$ cat src/sv/w2h_pkg.sv
// shared constants, types and state encoding of the weighted 2d histogram accumulator
// no dependencies; used by w2h_div and weighted_2d_histogram_accumulator
package w2h_pkg;

	// grid size, fixed at build time
	localparam int MAX_BINS_X = 64;
	localparam int MAX_BINS_Y = 64;
	localparam int STORE_DEPTH = MAX_BINS_X * MAX_BINS_Y;
	localparam int ADDR_W = $clog2(STORE_DEPTH);

	// field widths
	localparam int BIN_W = 8;
	localparam int CFG_W = 7;
	localparam int CNT_W = 9;
	localparam int VAL_W = 32;
	localparam int WGT_W = 24;
	localparam int VSUM_W = 48;
	localparam int WSUM_W = 40;
	localparam int AVG_W = 32;
	localparam int STEP_W = $clog2(AVG_W + 1);

	// packed stream widths
	localparam int IN_DATA_W = 2 * BIN_W + VAL_W + WGT_W;
	localparam int OUT_DATA_W = VSUM_W + WSUM_W + AVG_W;
	localparam int OUT_USER_W = 2;

	// configuration register indexes
	localparam logic REG_BINS_X = 1'b0;
	localparam logic REG_BINS_Y = 1'b1;

	// saturation limits
	localparam logic [VSUM_W-1:0] VSUM_MAX = {1'b0, {(VSUM_W-1){1'b1}}};
	localparam logic [VSUM_W-1:0] VSUM_MIN = {1'b1, {(VSUM_W-1){1'b0}}};
	localparam logic [AVG_W-1:0] AVG_MAX = {1'b0, {(AVG_W-1){1'b1}}};
	localparam logic [AVG_W-1:0] AVG_MIN = {1'b1, {(AVG_W-1){1'b0}}};

	typedef enum logic [2:0] {
		ST_CLEAR,
		ST_IDLE,
		ST_READ,
		ST_ADD,
		ST_CHECK,
		ST_DIV,
		ST_FINISH
	} w2h_state_t;

	// divider result toward the sequencer
	typedef struct packed {
		logic done;
		logic [AVG_W-1:0] quot;
	} w2h_div_out_t;

endpackage

$ cat src/sv/w2h_div.sv
// radix-2 restoring divider for the bin average: (|vsum| * 2^16) / wsum, signed, saturated
// depends on w2h_pkg
module w2h_div (
	input  logic clk,
	input  logic arst_n,
	input  logic start,
	input  logic [w2h_pkg::VSUM_W-1:0] vsum,
	input  logic [w2h_pkg::WSUM_W-1:0] wsum,
	output w2h_pkg::w2h_div_out_t div_out
);
	import w2h_pkg::*;

	logic run_q;
	logic [STEP_W-1:0] cnt_q;
	logic neg_q;
	logic ovf_q;
	logic [WSUM_W-1:0] den_q;
	logic [WSUM_W-1:0] rem_q;
	logic [AVG_W-1:0] dq_q;
	logic [AVG_W-1:0] quot_q;

	logic [VSUM_W-1:0] mag;
	logic ovf;
	logic [WSUM_W:0] trial;
	logic [WSUM_W:0] diff;
	logic take;

	// magnitude and quotient overflow check, used in the start cycle
	always_comb begin
		mag = vsum[VSUM_W-1] ? (~vsum + 1'b1) : vsum;
		ovf = {{(WSUM_W + 16 - VSUM_W){1'b0}}, mag} >= {wsum, 16'b0};
	end

	// subtract unit: one quotient bit per cycle
	always_comb begin
		trial = {rem_q, dq_q[AVG_W-1]};
		diff = trial - {1'b0, den_q};
		take = !diff[WSUM_W];
	end

	always_ff @(posedge clk or negedge arst_n) begin
		if (!arst_n) begin
			run_q <= 1'b0;
			cnt_q <= '0;
		end else if (start) begin
			run_q <= 1'b1;
			cnt_q <= ovf ? '0 : STEP_W'(AVG_W);
		end else if (run_q) begin
			if (cnt_q == '0) begin
				run_q <= 1'b0;
			end else begin
				cnt_q <= cnt_q - 1'b1;
			end
		end
	end

	always_ff @(posedge clk) begin
		if (start) begin
			neg_q <= vsum[VSUM_W-1];
			ovf_q <= ovf;
			den_q <= wsum;
			rem_q <= WSUM_W'(mag[VSUM_W-1:16]);
			dq_q <= {mag[15:0], 16'b0};
			quot_q <= '0;
		end else if (run_q && cnt_q != '0) begin
			rem_q <= take ? diff[WSUM_W-1:0] : trial[WSUM_W-1:0];
			dq_q <= {dq_q[AVG_W-2:0], 1'b0};
			quot_q <= {quot_q[AVG_W-2:0], take};
		end
	end

	// sign and saturation of the finished quotient
	always_comb begin
		div_out.done = run_q && cnt_q == '0;
		if (neg_q) begin
			div_out.quot = (ovf_q || quot_q > AVG_MIN) ? AVG_MIN : (~quot_q + 1'b1);
		end else begin
			div_out.quot = (ovf_q || quot_q[AVG_W-1]) ? AVG_MAX : quot_q;
		end
	end

endmodule

$ cat config.mk
export PLATFORM = sky130hd
export DESIGN_NAME = w2h_div
export DESIGN_NICKNAME = d
export VERILOG_FILES = /design/src/sv/w2h_pkg.sv /design/src/sv/w2h_div.sv
export SDC_FILE = /design/constraint.sdc
export NUM_CORES = 1
export LEC_CHECK = 0
export ABC_CLOCK_PERIOD_IN_PS = 7110
export BUFFER_PORTS_ARGS = -buffer_cell sky130_fd_sc_hd__buf_4
export CORE_AREA = 2 2 167 169
export DETAILED_ROUTE_END_ITERATION = 7
export DIE_AREA = 0 0 169 171
export SKIP_CTS_REPAIR_TIMING = 1
export SLEW_MARGIN = 20
export SYNTH_ARGS = -nofsm -noshare
export SYNTH_HDL_FRONTEND = slang
export SYNTH_SLANG_ARGS = --single-unit
$ cat constraint.sdc
create_clock -name clk -period 7.11 [get_ports clk]
set_input_delay 1.0665 -clock clk [delete_from_list [all_inputs] [get_ports clk]]
set_output_delay 1.0665 -clock clk [all_outputs]
set_load 0.01 [all_outputs]
* Word level (Yosys, flattened, before mapping)
Cells that the tools add are included.
Storage, ports and cells: logic and storage cells 44, register bits 137, input bits 91, bits in latches 0, bits in writable memories 0, bits in read-only memories 0, memories kept 0, output and inout port bits 33
Cells by class: muxes and demuxes 16, shift operators 0, add/sub/neg operators 4, equality and inequality tests 1, $lt $le $gt $ge 2, multipliers 0, bitwise operators 2, reduce and logical (&&, ||, !) cells 10, div/mod/pow operators 0
Operators by type and width (count):
- 32-bit two-way mux | 7
- 48-bit by 56-bit greater-or-equal comparator with 1-bit output | 1
- 48-bit by 1-bit adder with 48-bit output, second input constant | 1
- 48-bit two-way mux | 1
- 48-bit inverter | 1
- 41-bit by 40-bit subtractor with 41-bit output | 1
- 40-bit two-way mux | 1
- 32-bit by 1-bit adder with 32-bit output, second input constant | 1
- 32-bit greater-than comparator, second input constant | 1
- 32-bit inverter | 1
- 6-bit two-way mux | 4
- 6-bit zero test | 1
- 6-bit nonzero test | 1
- 6-bit by 1-bit subtractor with 6-bit output, second input constant | 1
- 2-bit nonzero test | 2
- 1-bit two-way mux | 3
- 1-bit logical AND | 2
- 1-bit logical OR | 2
- 2-bit inequality test, second input constant | 1
- 2-bit AND reduction | 1
- 1-bit zero test | 1

* Logic depth before layout (Yosys ltp)
Gate-level depths: netlist (run 1).
word-level depth 6, mapped depth 18, mapped depth without buffers 17

* Worst setup path before layout (run 1)
No wires, ideal clock.
path type in2reg, start point in vsum[22] (netlist name), end point reg cnt_q[5], buffers on the path 0, path slack 2.204 ns, required time 6.990 ns, arrival time 4.785 ns, cell stages on the path 15, setup time 0.120 ns, cell sequence or4_4 > or4b_1 > or4_1 > nor2_1 > nand2_1 > o31ai_1 > xnor2_1 > ha_1 > nand4_1 > nor4_1 > nand3_1 > nor4_1 > nand4_1 > o32a_1 > a31o_2
Between the ends: cells in the longest elaborated chain, start to end 6
RTL lines:
- from (decl) | RTL line w2h_div.sv:7 | input logic [w2h_pkg::VSUM_W-1:0] vsum,
- 48-bit inverter | RTL line w2h_div.sv:30 | mag = vsum[VSUM_W-1] ? (~vsum + 1'b1) : vsum;
- 48-bit by 1-bit adder with 48-bit output | RTL line w2h_div.sv:30
- 48-bit two-way mux (*) | RTL line w2h_div.sv:30
- 48-bit by 56-bit greater-or-equal comparator with 1-bit output (*) | RTL line w2h_div.sv:31 | ovf = {{(WSUM_W + 16 - VSUM_W){1'b0}}, mag} >= {wsum, 16'b0};
- 6-bit two-way mux (*) | RTL line w2h_div.sv:47 | cnt_q <= ovf ? '0 : STEP_W'(AVG_W);
- 6-bit two-way mux (*) | RTL line w2h_div.sv:45 | end else if (start) begin
- to (signal assigned) | RTL line w2h_div.sv:47
- to (signal assigned) | RTL line w2h_div.sv:52 | cnt_q <= cnt_q - 1'b1;
- to (decl) | RTL line w2h_div.sv:14 | logic [STEP_W-1:0] cnt_q;
Every way passes the cells marked *; elsewhere a longest branch is shown, timed or not. A chain may end at the register's enable or synchronous reset.

* Worst setup path in the final report (run 1)
start point in vsum[22] (netlist name), end point reg ovf_q (data pin)
Between the ends: cells in the longest elaborated chain, start to end 4
RTL lines:
- 48-bit inverter | RTL line w2h_div.sv:30
- 48-bit by 1-bit adder with 48-bit output | RTL line w2h_div.sv:30
- 48-bit two-way mux (*) | RTL line w2h_div.sv:30
- 48-bit by 56-bit greater-or-equal comparator with 1-bit output (*) | RTL line w2h_div.sv:31
- via ovf | RTL line w2h_div.sv:23 | logic ovf;
- to (signal assigned) | RTL line w2h_div.sv:60 | ovf_q <= ovf;
- to (decl) | RTL line w2h_div.sv:16 | logic ovf_q;
The timed path passes the listed nets; every way through them passes the cells marked *.

==> metrics.csv, run 1 <==
metric,value,unit
outcome,finished clean,
final setup vio count,0,
first-pass GRT wire length,46600,um
#FFs+latches synth,137,
Rows,61,
fin cells,1719,
Post-synth EDFFs,90,
"commonest non-fill, non-tap cells in the layout","180 x nand2_1, 130 x buf_4, 110 x a21oi_1, 105 x inv_1, 90 x edfxtp_1",
Synthesis Warnings,0,
Sink Count,137,
number of global-route vias before repair,9126,
register area share after synthesis,34.3,%
Max H-tree Level,4,
Slew Limit Fails,0,
Setup CP Type,in2reg,
DRT Pass-1 Iters,5,
Die X,169,um
Crit Path Max Fanout,5,
number of DRC markers in iteration 0,648,
final setup TNS,0,ns
placed cells,1686,
Hold Fails Final Rpt,0,
via count,9515,
layout cells sized above 1,13.8,%
Static Leak,5.16,nW
Post-Route WL,28200,um
CTS max path bufs,2,
Die Footprint,0.0289,mm2
number of port buffers,123,
min cycle time layout,5.19,ns
R2R Setup Slk,2.40,ns
Hold Crit Class,in2async,
CTS tree,done,
grt total ovfl,0,
Avg Inst Size Synth,8.39,um2
crit share post-route,72.9,%
largest net degree at the start of global routing,95,
io pins,124,
clock skew,0.0154,ns
setup repair after global routing missed its margin,false,
Routability Congestion,0.899,
measured slew at the worst slew-check pin,0.867,ns
core footprint,0.0273,mm2
Syn Inst Count,1277,
Pwr Density,365,mW/mm2
"Cell Area, Synth",0.0107,mm2
worst r2r src,den_q[0],
crit path launch type,primary input,
clk slew on worst S/H paths,0.06,ns
DP HPWL,20600,um
Critical Path AT,5.34,ns
clk_lat worst skew,0.42,ns
DIE HEIGHT,171,um
Antenna Nets Post-Route,0,
async set-or-reset flop fraction in the synthesized netlist,5.11,%
Netlist cell types,81,
diode count,0,
maxcap violations,0,
dominant synthesized flop cell,edfxtp_1,
Post-Place Setup Slack,1.47,ns
Starting Density,39.2,%
hold slack,0.450,ns
fin nets,1528,
VDD IR max,0.000153,V
syn_nets,1445,
FMAX,193,MHz
Worst Setup SP,vsum[22],
CP Data Required Time,7.27,ns
root buf cell,clkbuf_16,
Vias/cell,5.54,
CP endpoint kind,register,
final worst slack,1.92,ns
Num CTS Buffers,17,
WL/cell,16.4,um
P&R area growth vs syn,16.7,%
"commonest non-fill, non-tap cell in the layout",nand2_1,
initial antenna violation count,0,
DRC,0,
GRT Total Usage,19.9,%
Rel. slew slack,41.7,%
==> cells by family (layout without fill, tap and decap cells) <==
logic type | Yosys count | in the layout | synth area share, %
xor+xnor | 88 | 88 | 7.20
flops | 137 | 137 | 34.3
simple gates | 418 | 418 | 18.7
mux | 34 | 34 | 3.20
fa+ha+maj | 77 | 77 | 9.07
buf+inv | 174 | 270 | 6.50
compound gates | 349 | 349 | 20.9
==> metal layers <==
layer	track usage [%]	up-vias	share of wire (%)
met5	0	-	0
met4	5.61	0	1.9
met3	3.01	37	4.1
met2	33.4	204	47
met1	26.7	4484	47
li1	-	4790	-
==> cell type report <==
type                            count  area [um2]
Fill cell                        2701       14800
Clock inverter                     12         174
Multi-Input combinational cell    966        6370
Clock buffer                       20         437
Sequential cell                   137        3680
Inverter                          106         398
Timing Repair Buffer              132        1010
Tap cell                          346         433
==> worst max-delay path: stages <==
cell and delay (ns):
buf_4 0.12, or4_4 0.55, or4b_1 0.56, or4_1 0.55, nor2_1 0.19, nand2_1 0.16
o31ai_1 0.28, xnor2_1 0.19, ha_1 0.28, a21o_1 0.18, a21o_1 0.17, a21oi_1 0.18
o211ai_1 0.11, a21oi_1 0.13, a211oi_1 0.07, o31ai_1 0.44, nand2_1 0.10
==> through the flow <==
| step | cell area, um2 | util, % | total power [mW] |
|---|---|---|---|
| 6_report | 12500 | 45.7 | 4.56 |
| 5_1_grt | 12500 | 45.7 | 4.93 |
| 4_1_cts | 12500 | 45.6 | 4.57 |
| 3_5_place_dp | 11900 | 43.4 | 3.59 |
| 3_3_place_gp | 11900 | 43.4 | 3.57 |
| 2_1_floorplan | 10700 | - | 3.01 |
==> power breakdown <==
group | internal (mW) | switching (mW)
clock | 0.587 | 0.362
sequential | 1.08 | 0.102
combinational | 1.01 | 1.42
total | 2.67 | 1.89
==> worst paths after layout <==
| kind | to | cells after the start |
|---|---|---|
| min | cnt_q[3] | 1 |
| max | ovf_q | 17 |
| max reg2reg | rem_q[12] | 12 |
| min in group clk | quot_q[31] | 2 |
| min reg2reg | quot_q[31] | 2 |
| max in group asynchronous | cnt_q[0] | 1 |
==> synth_stat cells (15+ instances only) <==
master | count | area, um2
inv_1 | 105 | 394
clkbuf_1 | 48 | 180
o21ai_0 | 66 | 330
o21ai_1 | 18 | 90.1
nand2_1 | 181 | 679
nand4_1 | 21 | 131
xor2_1 | 29 | 254
o31ai_1 | 24 | 180
a21o_1 | 21 | 158
or3_1 | 15 | 93.8
mux2i_1 | 32 | 320
nor2_1 | 83 | 312
nand3_1 | 19 | 95.1
dfxtp_1 | 40 | 801
ha_1 | 76 | 951
o311ai_1 | 21 | 184
edfxtp_1 | 90 | 2700
nor3_1 | 26 | 130
a21oi_1 | 110 | 551
xnor2_1 | 59 | 517
==> sequential cells by signal (all words and copies together) (netlist names) <==
| name | cells |
|---|---|
| den_q | 40 |
| quot_q | 32 |
| run_q | 1 |
| rem_q | 40 |
| dq_q | 16 |
| neg_q | 1 |
| cnt_q | 6 |
| ovf_q | 1 |
(Power assumes the default switching activity.)
==> run 2, diff against run 1 <==
--- a/config.mk
+++ b/config.mk
@@ -5,7 +5,7 @@
 export SDC_FILE = /design/constraint.sdc
 export NUM_CORES = 1
 export LEC_CHECK = 0
-export ABC_CLOCK_PERIOD_IN_PS = 7110
+export ABC_CLOCK_PERIOD_IN_PS = 5400
 export BUFFER_PORTS_ARGS = -buffer_cell sky130_fd_sc_hd__buf_4
 export CORE_AREA = 2 2 167 169
 export DETAILED_ROUTE_END_ITERATION = 7
==> constraint.sdc (replaced) <==
create_clock -name clk -period 5.4 [get_ports clk]
set_input_delay 0.81 -clock clk [delete_from_list [all_inputs] [get_ports clk]]
set_output_delay 0.81 -clock clk [all_outputs]
set_load 0.01 [all_outputs]
==> metrics.csv, run 2 (same netlist as run 1, synthesis figures left out) <==
metric,value,unit
outcome,finished clean,
Slew Limit Fails,0,
Worst Setup SP,vsum[22],
Placed Instance Area,0.0119,mm2
Rows,61,
number of DRC markers in iteration 0,683,
diode count,0,
Sink Count,137,
R2R Setup Slk,1.08,ns
Starting Density,39.2,%
"commonest non-fill, non-tap cell in the layout",nand2_1,
Critical Path AT,5.22,ns
min cycle time layout,4.90,ns
DIE HEIGHT,171,um
Hold Crit Class,in2async,
Rel. slew slack,40.2,%
clk slew on worst S/H paths,0.06,ns
Post-Place Setup Slack,0.0426,ns
number of global-route vias before repair,9100,
Crit Path Max Fanout,5,
GRT Total Usage,20.2,%
maxcap violations,0,
Vias/cell,5.49,
worst reg2reg path depth,12,
Routability Congestion,0.898,
io pins,124,
initial antenna violation count,0,
Post-Route WL,28900,um
Final Cell Area,0.0125,mm2
Reg power frac,26.1,%
grt total ovfl,0,
Internal,3.46,mW
Top Registers,"den_q x40, rem_q x40, quot_q x32",
WL/cell,16.8,um
final setup TNS,0,ns
number of port buffers,123,
DRT Pass-1 Iters,5,
root buf cell,clkbuf_16,
DP HPWL,21300,um
power share of the clock group,19.9,%
Pwr Density,477,mW/mm2
worst r2r src,den_q[0],
crit share post-route,90.8,%
Num CTS Buffers,17,
final worst slack,0.499,ns
Sw Share,42.1,%
FMAX,204,MHz
DRC,0,
fin nets,1534,
Setup CP Type,in2reg,
Seq. cell area,0.00368,mm2
CTS tree,done,
CP endpoint kind,register,
reg2reg end,rem_q[2],
Hold Fails Final Rpt,0,
Die X,169,um
CP Data Required Time,5.72,ns
multi-input logic area,0.00637,mm2
Max H-tree Level,4,
Antenna Nets Post-Route,0,
first-pass GRT wire length,46900,um
setup repair after global routing missed its margin,false,
CP endpoint,cnt_q[5],
clk_lat worst skew,0.43,ns
largest net degree at the start of global routing,95,
"commonest non-fill, non-tap cells in the layout","180 x nand2_1, 136 x buf_4, 110 x a21oi_1, 105 x inv_1, 90 x edfxtp_1",
core footprint,0.0273,mm2
sw power,2.51,mW
P&R area growth vs syn,17.0,%
Logic pwr share,54.0,%
measured slew at the worst slew-check pin,0.897,ns
Static Leak,5.20,nW
crit path launch type,primary input,
filler cell count in the final layout,2726,
Die Footprint,0.0289,mm2
via count,9474,
CTS max path bufs,2,
clock skew,0.0173,ns
VDD IR max,0.000192,V
final setup vio count,0,
layout cells sized above 1,14.3,%
## run 2: routing by layer
| layer | wire length (um) | vias up | track usage (%) |
|---|---|---|---|
| met1 | 13600 | 4431 | 27.0 |
| met2 | 13700 | 209 | 33.9 |
| met3 | 1160 | 32 | 2.94 |
| li1 | - | 4802 | - |
| met4 | 479 | 0 | 6.17 |
| met5 | 0 | - | 0 |
## run 2: area by class of cell
class | instances | share of cell area [%]
Sequential cell | 137 | 29.4
Multi-Input combinational cell | 966 | 50.8
Clock buffer | 25 | 4.31
Tap cell | 346 | 3.46
Timing Repair Buffer | 138 | 8.46
Inverter | 106 | 3.18
Clock inverter | 7 | 0.410
## run 2: worst min path at each step
stage	start	slack, ns	end	cells past startpoint
final	arst_n	0.18	cnt_q[3]	1
after global placement	quot_q[31]	0.49	quot_q[31]	2
after CTS	arst_n	0.17	cnt_q[3]	1
after global routing	arst_n	0.17	cnt_q[3]	1
after detailed placement	quot_q[31]	0.49	quot_q[31]	2
after floorplan	quot_q[0]	0.46	quot_q[1]	2
## run 2: through the flow
stage	utilization, %	power (mW)	cells	hold WS [ns]
2_1_floorplan	-	3.96	1277	0.458
3_3_place_gp	43.6	4.72	1692	0.488
3_5_place_dp	43.6	4.76	1692	0.493
4_1_cts	45.7	5.97	1724	0.168
5_1_grt	45.8	6.46	1725	0.174
6_report	45.8	5.98	1725	0.181
## run 2: critical path: stages
cell and delay [ns]:
buf_4 0.12, or4_4 0.55, or4b_1 0.57, or4_1 0.55
nor2_1 0.18, nand2_1 0.17, o31ai_1 0.33, xnor2_1 0.13
ha_1 0.31, nand4_1 0.15, nor4_1 0.28, nand3_1 0.18
nor4_1 0.31, nand4_1 0.12, o32a_1 0.20, a31o_2 0.25
## run 2: power by group through the flow
stage | Combinational, mW | Sequential (mW) | Clock [mW]
floorplan | 2.43 | 1.53 | 0
global placement | 3.15 | 1.57 | 0
detailed placement | 3.18 | 1.58 | 0
CTS | 3.20 | 1.56 | 1.21
global route | 3.63 | 1.59 | 1.25
finish | 3.23 | 1.56 | 1.19
==> run 3, diff against run 2 <==
--- a/config.mk
+++ b/config.mk
@@ -8,6 +8,7 @@
 export ABC_CLOCK_PERIOD_IN_PS = 5400
 export BUFFER_PORTS_ARGS = -buffer_cell sky130_fd_sc_hd__buf_4
 export CORE_AREA = 2 2 167 169
+export CTS_BUF_LIST = sky130_fd_sc_hd__clkbuf_16
 export DETAILED_ROUTE_END_ITERATION = 7
 export DIE_AREA = 0 0 169 171
 export SKIP_CTS_REPAIR_TIMING = 1
==> metrics.csv, run 3 (same netlist as run 1, synthesis figures left out) <==
metric,value,unit
clk slew on worst S/H paths,0.06,ns
root buf cell,clkbuf_16,
filler cell count in the final layout,2729,
CP Data Required Time,5.72,ns
via count,9531,
Pwr Density,475,mW/mm2
Die Footprint,0.0289,mm2
worst reg2reg path depth,12,
Worst Setup SP,vsum[22],
CTS max path bufs,2,
worst r2r src,den_q[0],
Num CTS Buffers,17,
Routability Congestion,0.898,
Hold Fails Final Rpt,0,
Vias/cell,5.53,
largest net degree at the start of global routing,95,
final setup TNS,0,ns
fin nets,1534,
reg2reg end,rem_q[2],
slowest CP cell,or4b_1,
DRC,0,
crit share post-route,91.1,%
crit path launch type,primary input,
DIE HEIGHT,171,um
VDD IR max,0.000192,V
Sw Share,42.3,%
initial antenna violation count,0,
Static Leak,5.21,nW
Logic pwr share,54.3,%
outcome,finished clean,
Top Registers,"den_q x40, rem_q x40, quot_q x32",
clk_lat worst skew,0.44,ns
diode count,0,
clock skew,0.0185,ns
Starting Density,39.2,%
CTS tree,done,
Die X,169,um
"slowest stage delay, CP",0.57,ns
number of DRC markers in iteration 0,687,
P&R area growth vs syn,16.8,%
Buffers & Inverters on Critical Path,1,
"commonest non-fill, non-tap cells in the layout","180 x nand2_1, 136 x buf_4, 110 x a21oi_1, 108 x inv_1, 90 x edfxtp_1",
Setup CP Type,in2reg,
R2R Setup Slk,1.06,ns
core footprint,0.0273,mm2
number of port buffers,123,
Rel. slew slack,40.3,%
Antenna Nets Post-Route,0,
Rows,61,
final worst slack,0.478,ns
number of global-route vias before repair,9103,
FMAX,203,MHz
Final Total Pwr,5.95,mW
fin cells,1725,
Internal,3.43,mW
setup repair after global routing missed its margin,false,
Crit Path Max Fanout,5,
layout cells sized above 1,14.3,%
final setup vio count,0,
Top Family by Delay on Critical Path,simple AND/OR/NAND/NOR gates,
io pins,124,
cell chain of the critical path,buf_4 -> or4_4 -> or4b_1 -> or4_1 -> nor2_1 -> nand2_1 -> o31ai_1 -> xnor2_1 -> ha_1 -> nand4_1 -> nor4_1 -> nand3_1 -> nor4_1 -> nand4_1 -> o32a_1 -> a31o_2,
placed cells,1692,
power share of the clock group,19.5,%
Sink Count,137,
GRT Total Usage,20.2,%
Final Core Density,45.8,%
Critical Path AT,5.25,ns
first-pass GRT wire length,46900,um
measured slew at the worst slew-check pin,0.895,ns
DRT Pass-1 Iters,7,
DP HPWL,21300,um
Slew Limit Fails,0,
Post-Place Setup Slack,0.0426,ns
Reg power frac,26.2,%
grt total ovfl,0,
WL/cell,16.7,um
sw power,2.52,mW
Max H-tree Level,4,
"commonest non-fill, non-tap cell in the layout",nand2_1,
Hold Crit Class,in2async,
maxcap violations,0,
CP endpoint kind,register,
min cycle time layout,4.92,ns
Post-Route WL,28900,um
run 3: per-stage QoR:
stage	instance area (um2)	hold slack, ns
global route	12500	0.174
CTS	12500	0.168
floorplan	10700	0.458
global placement	11900	0.488
detailed placement	11900	0.493
finish	12500	0.181
run 3: area by class of cell:
type	count	area, um2	share of cell area, %
flip-flops and latches	137	3680	29.4
clock buffers	20	500	4.00
multi-input cells	966	6370	50.9
clock inverters	12	70.1	0.560
inverters	106	398	3.18
repair buffers	138	1060	8.47
well taps	346	433	3.46
run 3: how the worst max path moves through the flow:
stage	depth (start not counted)	endpoint
6_report	16	cnt_q[5]
5_1_grt	15	cnt_q[5]
4_1_cts	16	cnt_q[5]
3_5_place_dp	16	cnt_q[5]
3_3_place_gp	16	cnt_q[5]
2_1_floorplan	15	cnt_q[5]
run 3: power by group through the flow:
stage               clock network, mW  logic (mW)  registers (mW)
finish                           1.16        3.23            1.56
global route                     1.22        3.63            1.59
CTS                              1.18        3.20            1.56
detailed placement                  0        3.18            1.58
global placement                    0        3.15            1.57
floorplan                           0        2.43            1.53
run 3: routing by layer:
metal	share of wire (%)	global-route usage, %	wire length (um)
met5	0	0	0
met3	4.0	2.94	1160
met4	1.7	6.17	491
met1	47	27.0	13500
met2	47	33.9	13700
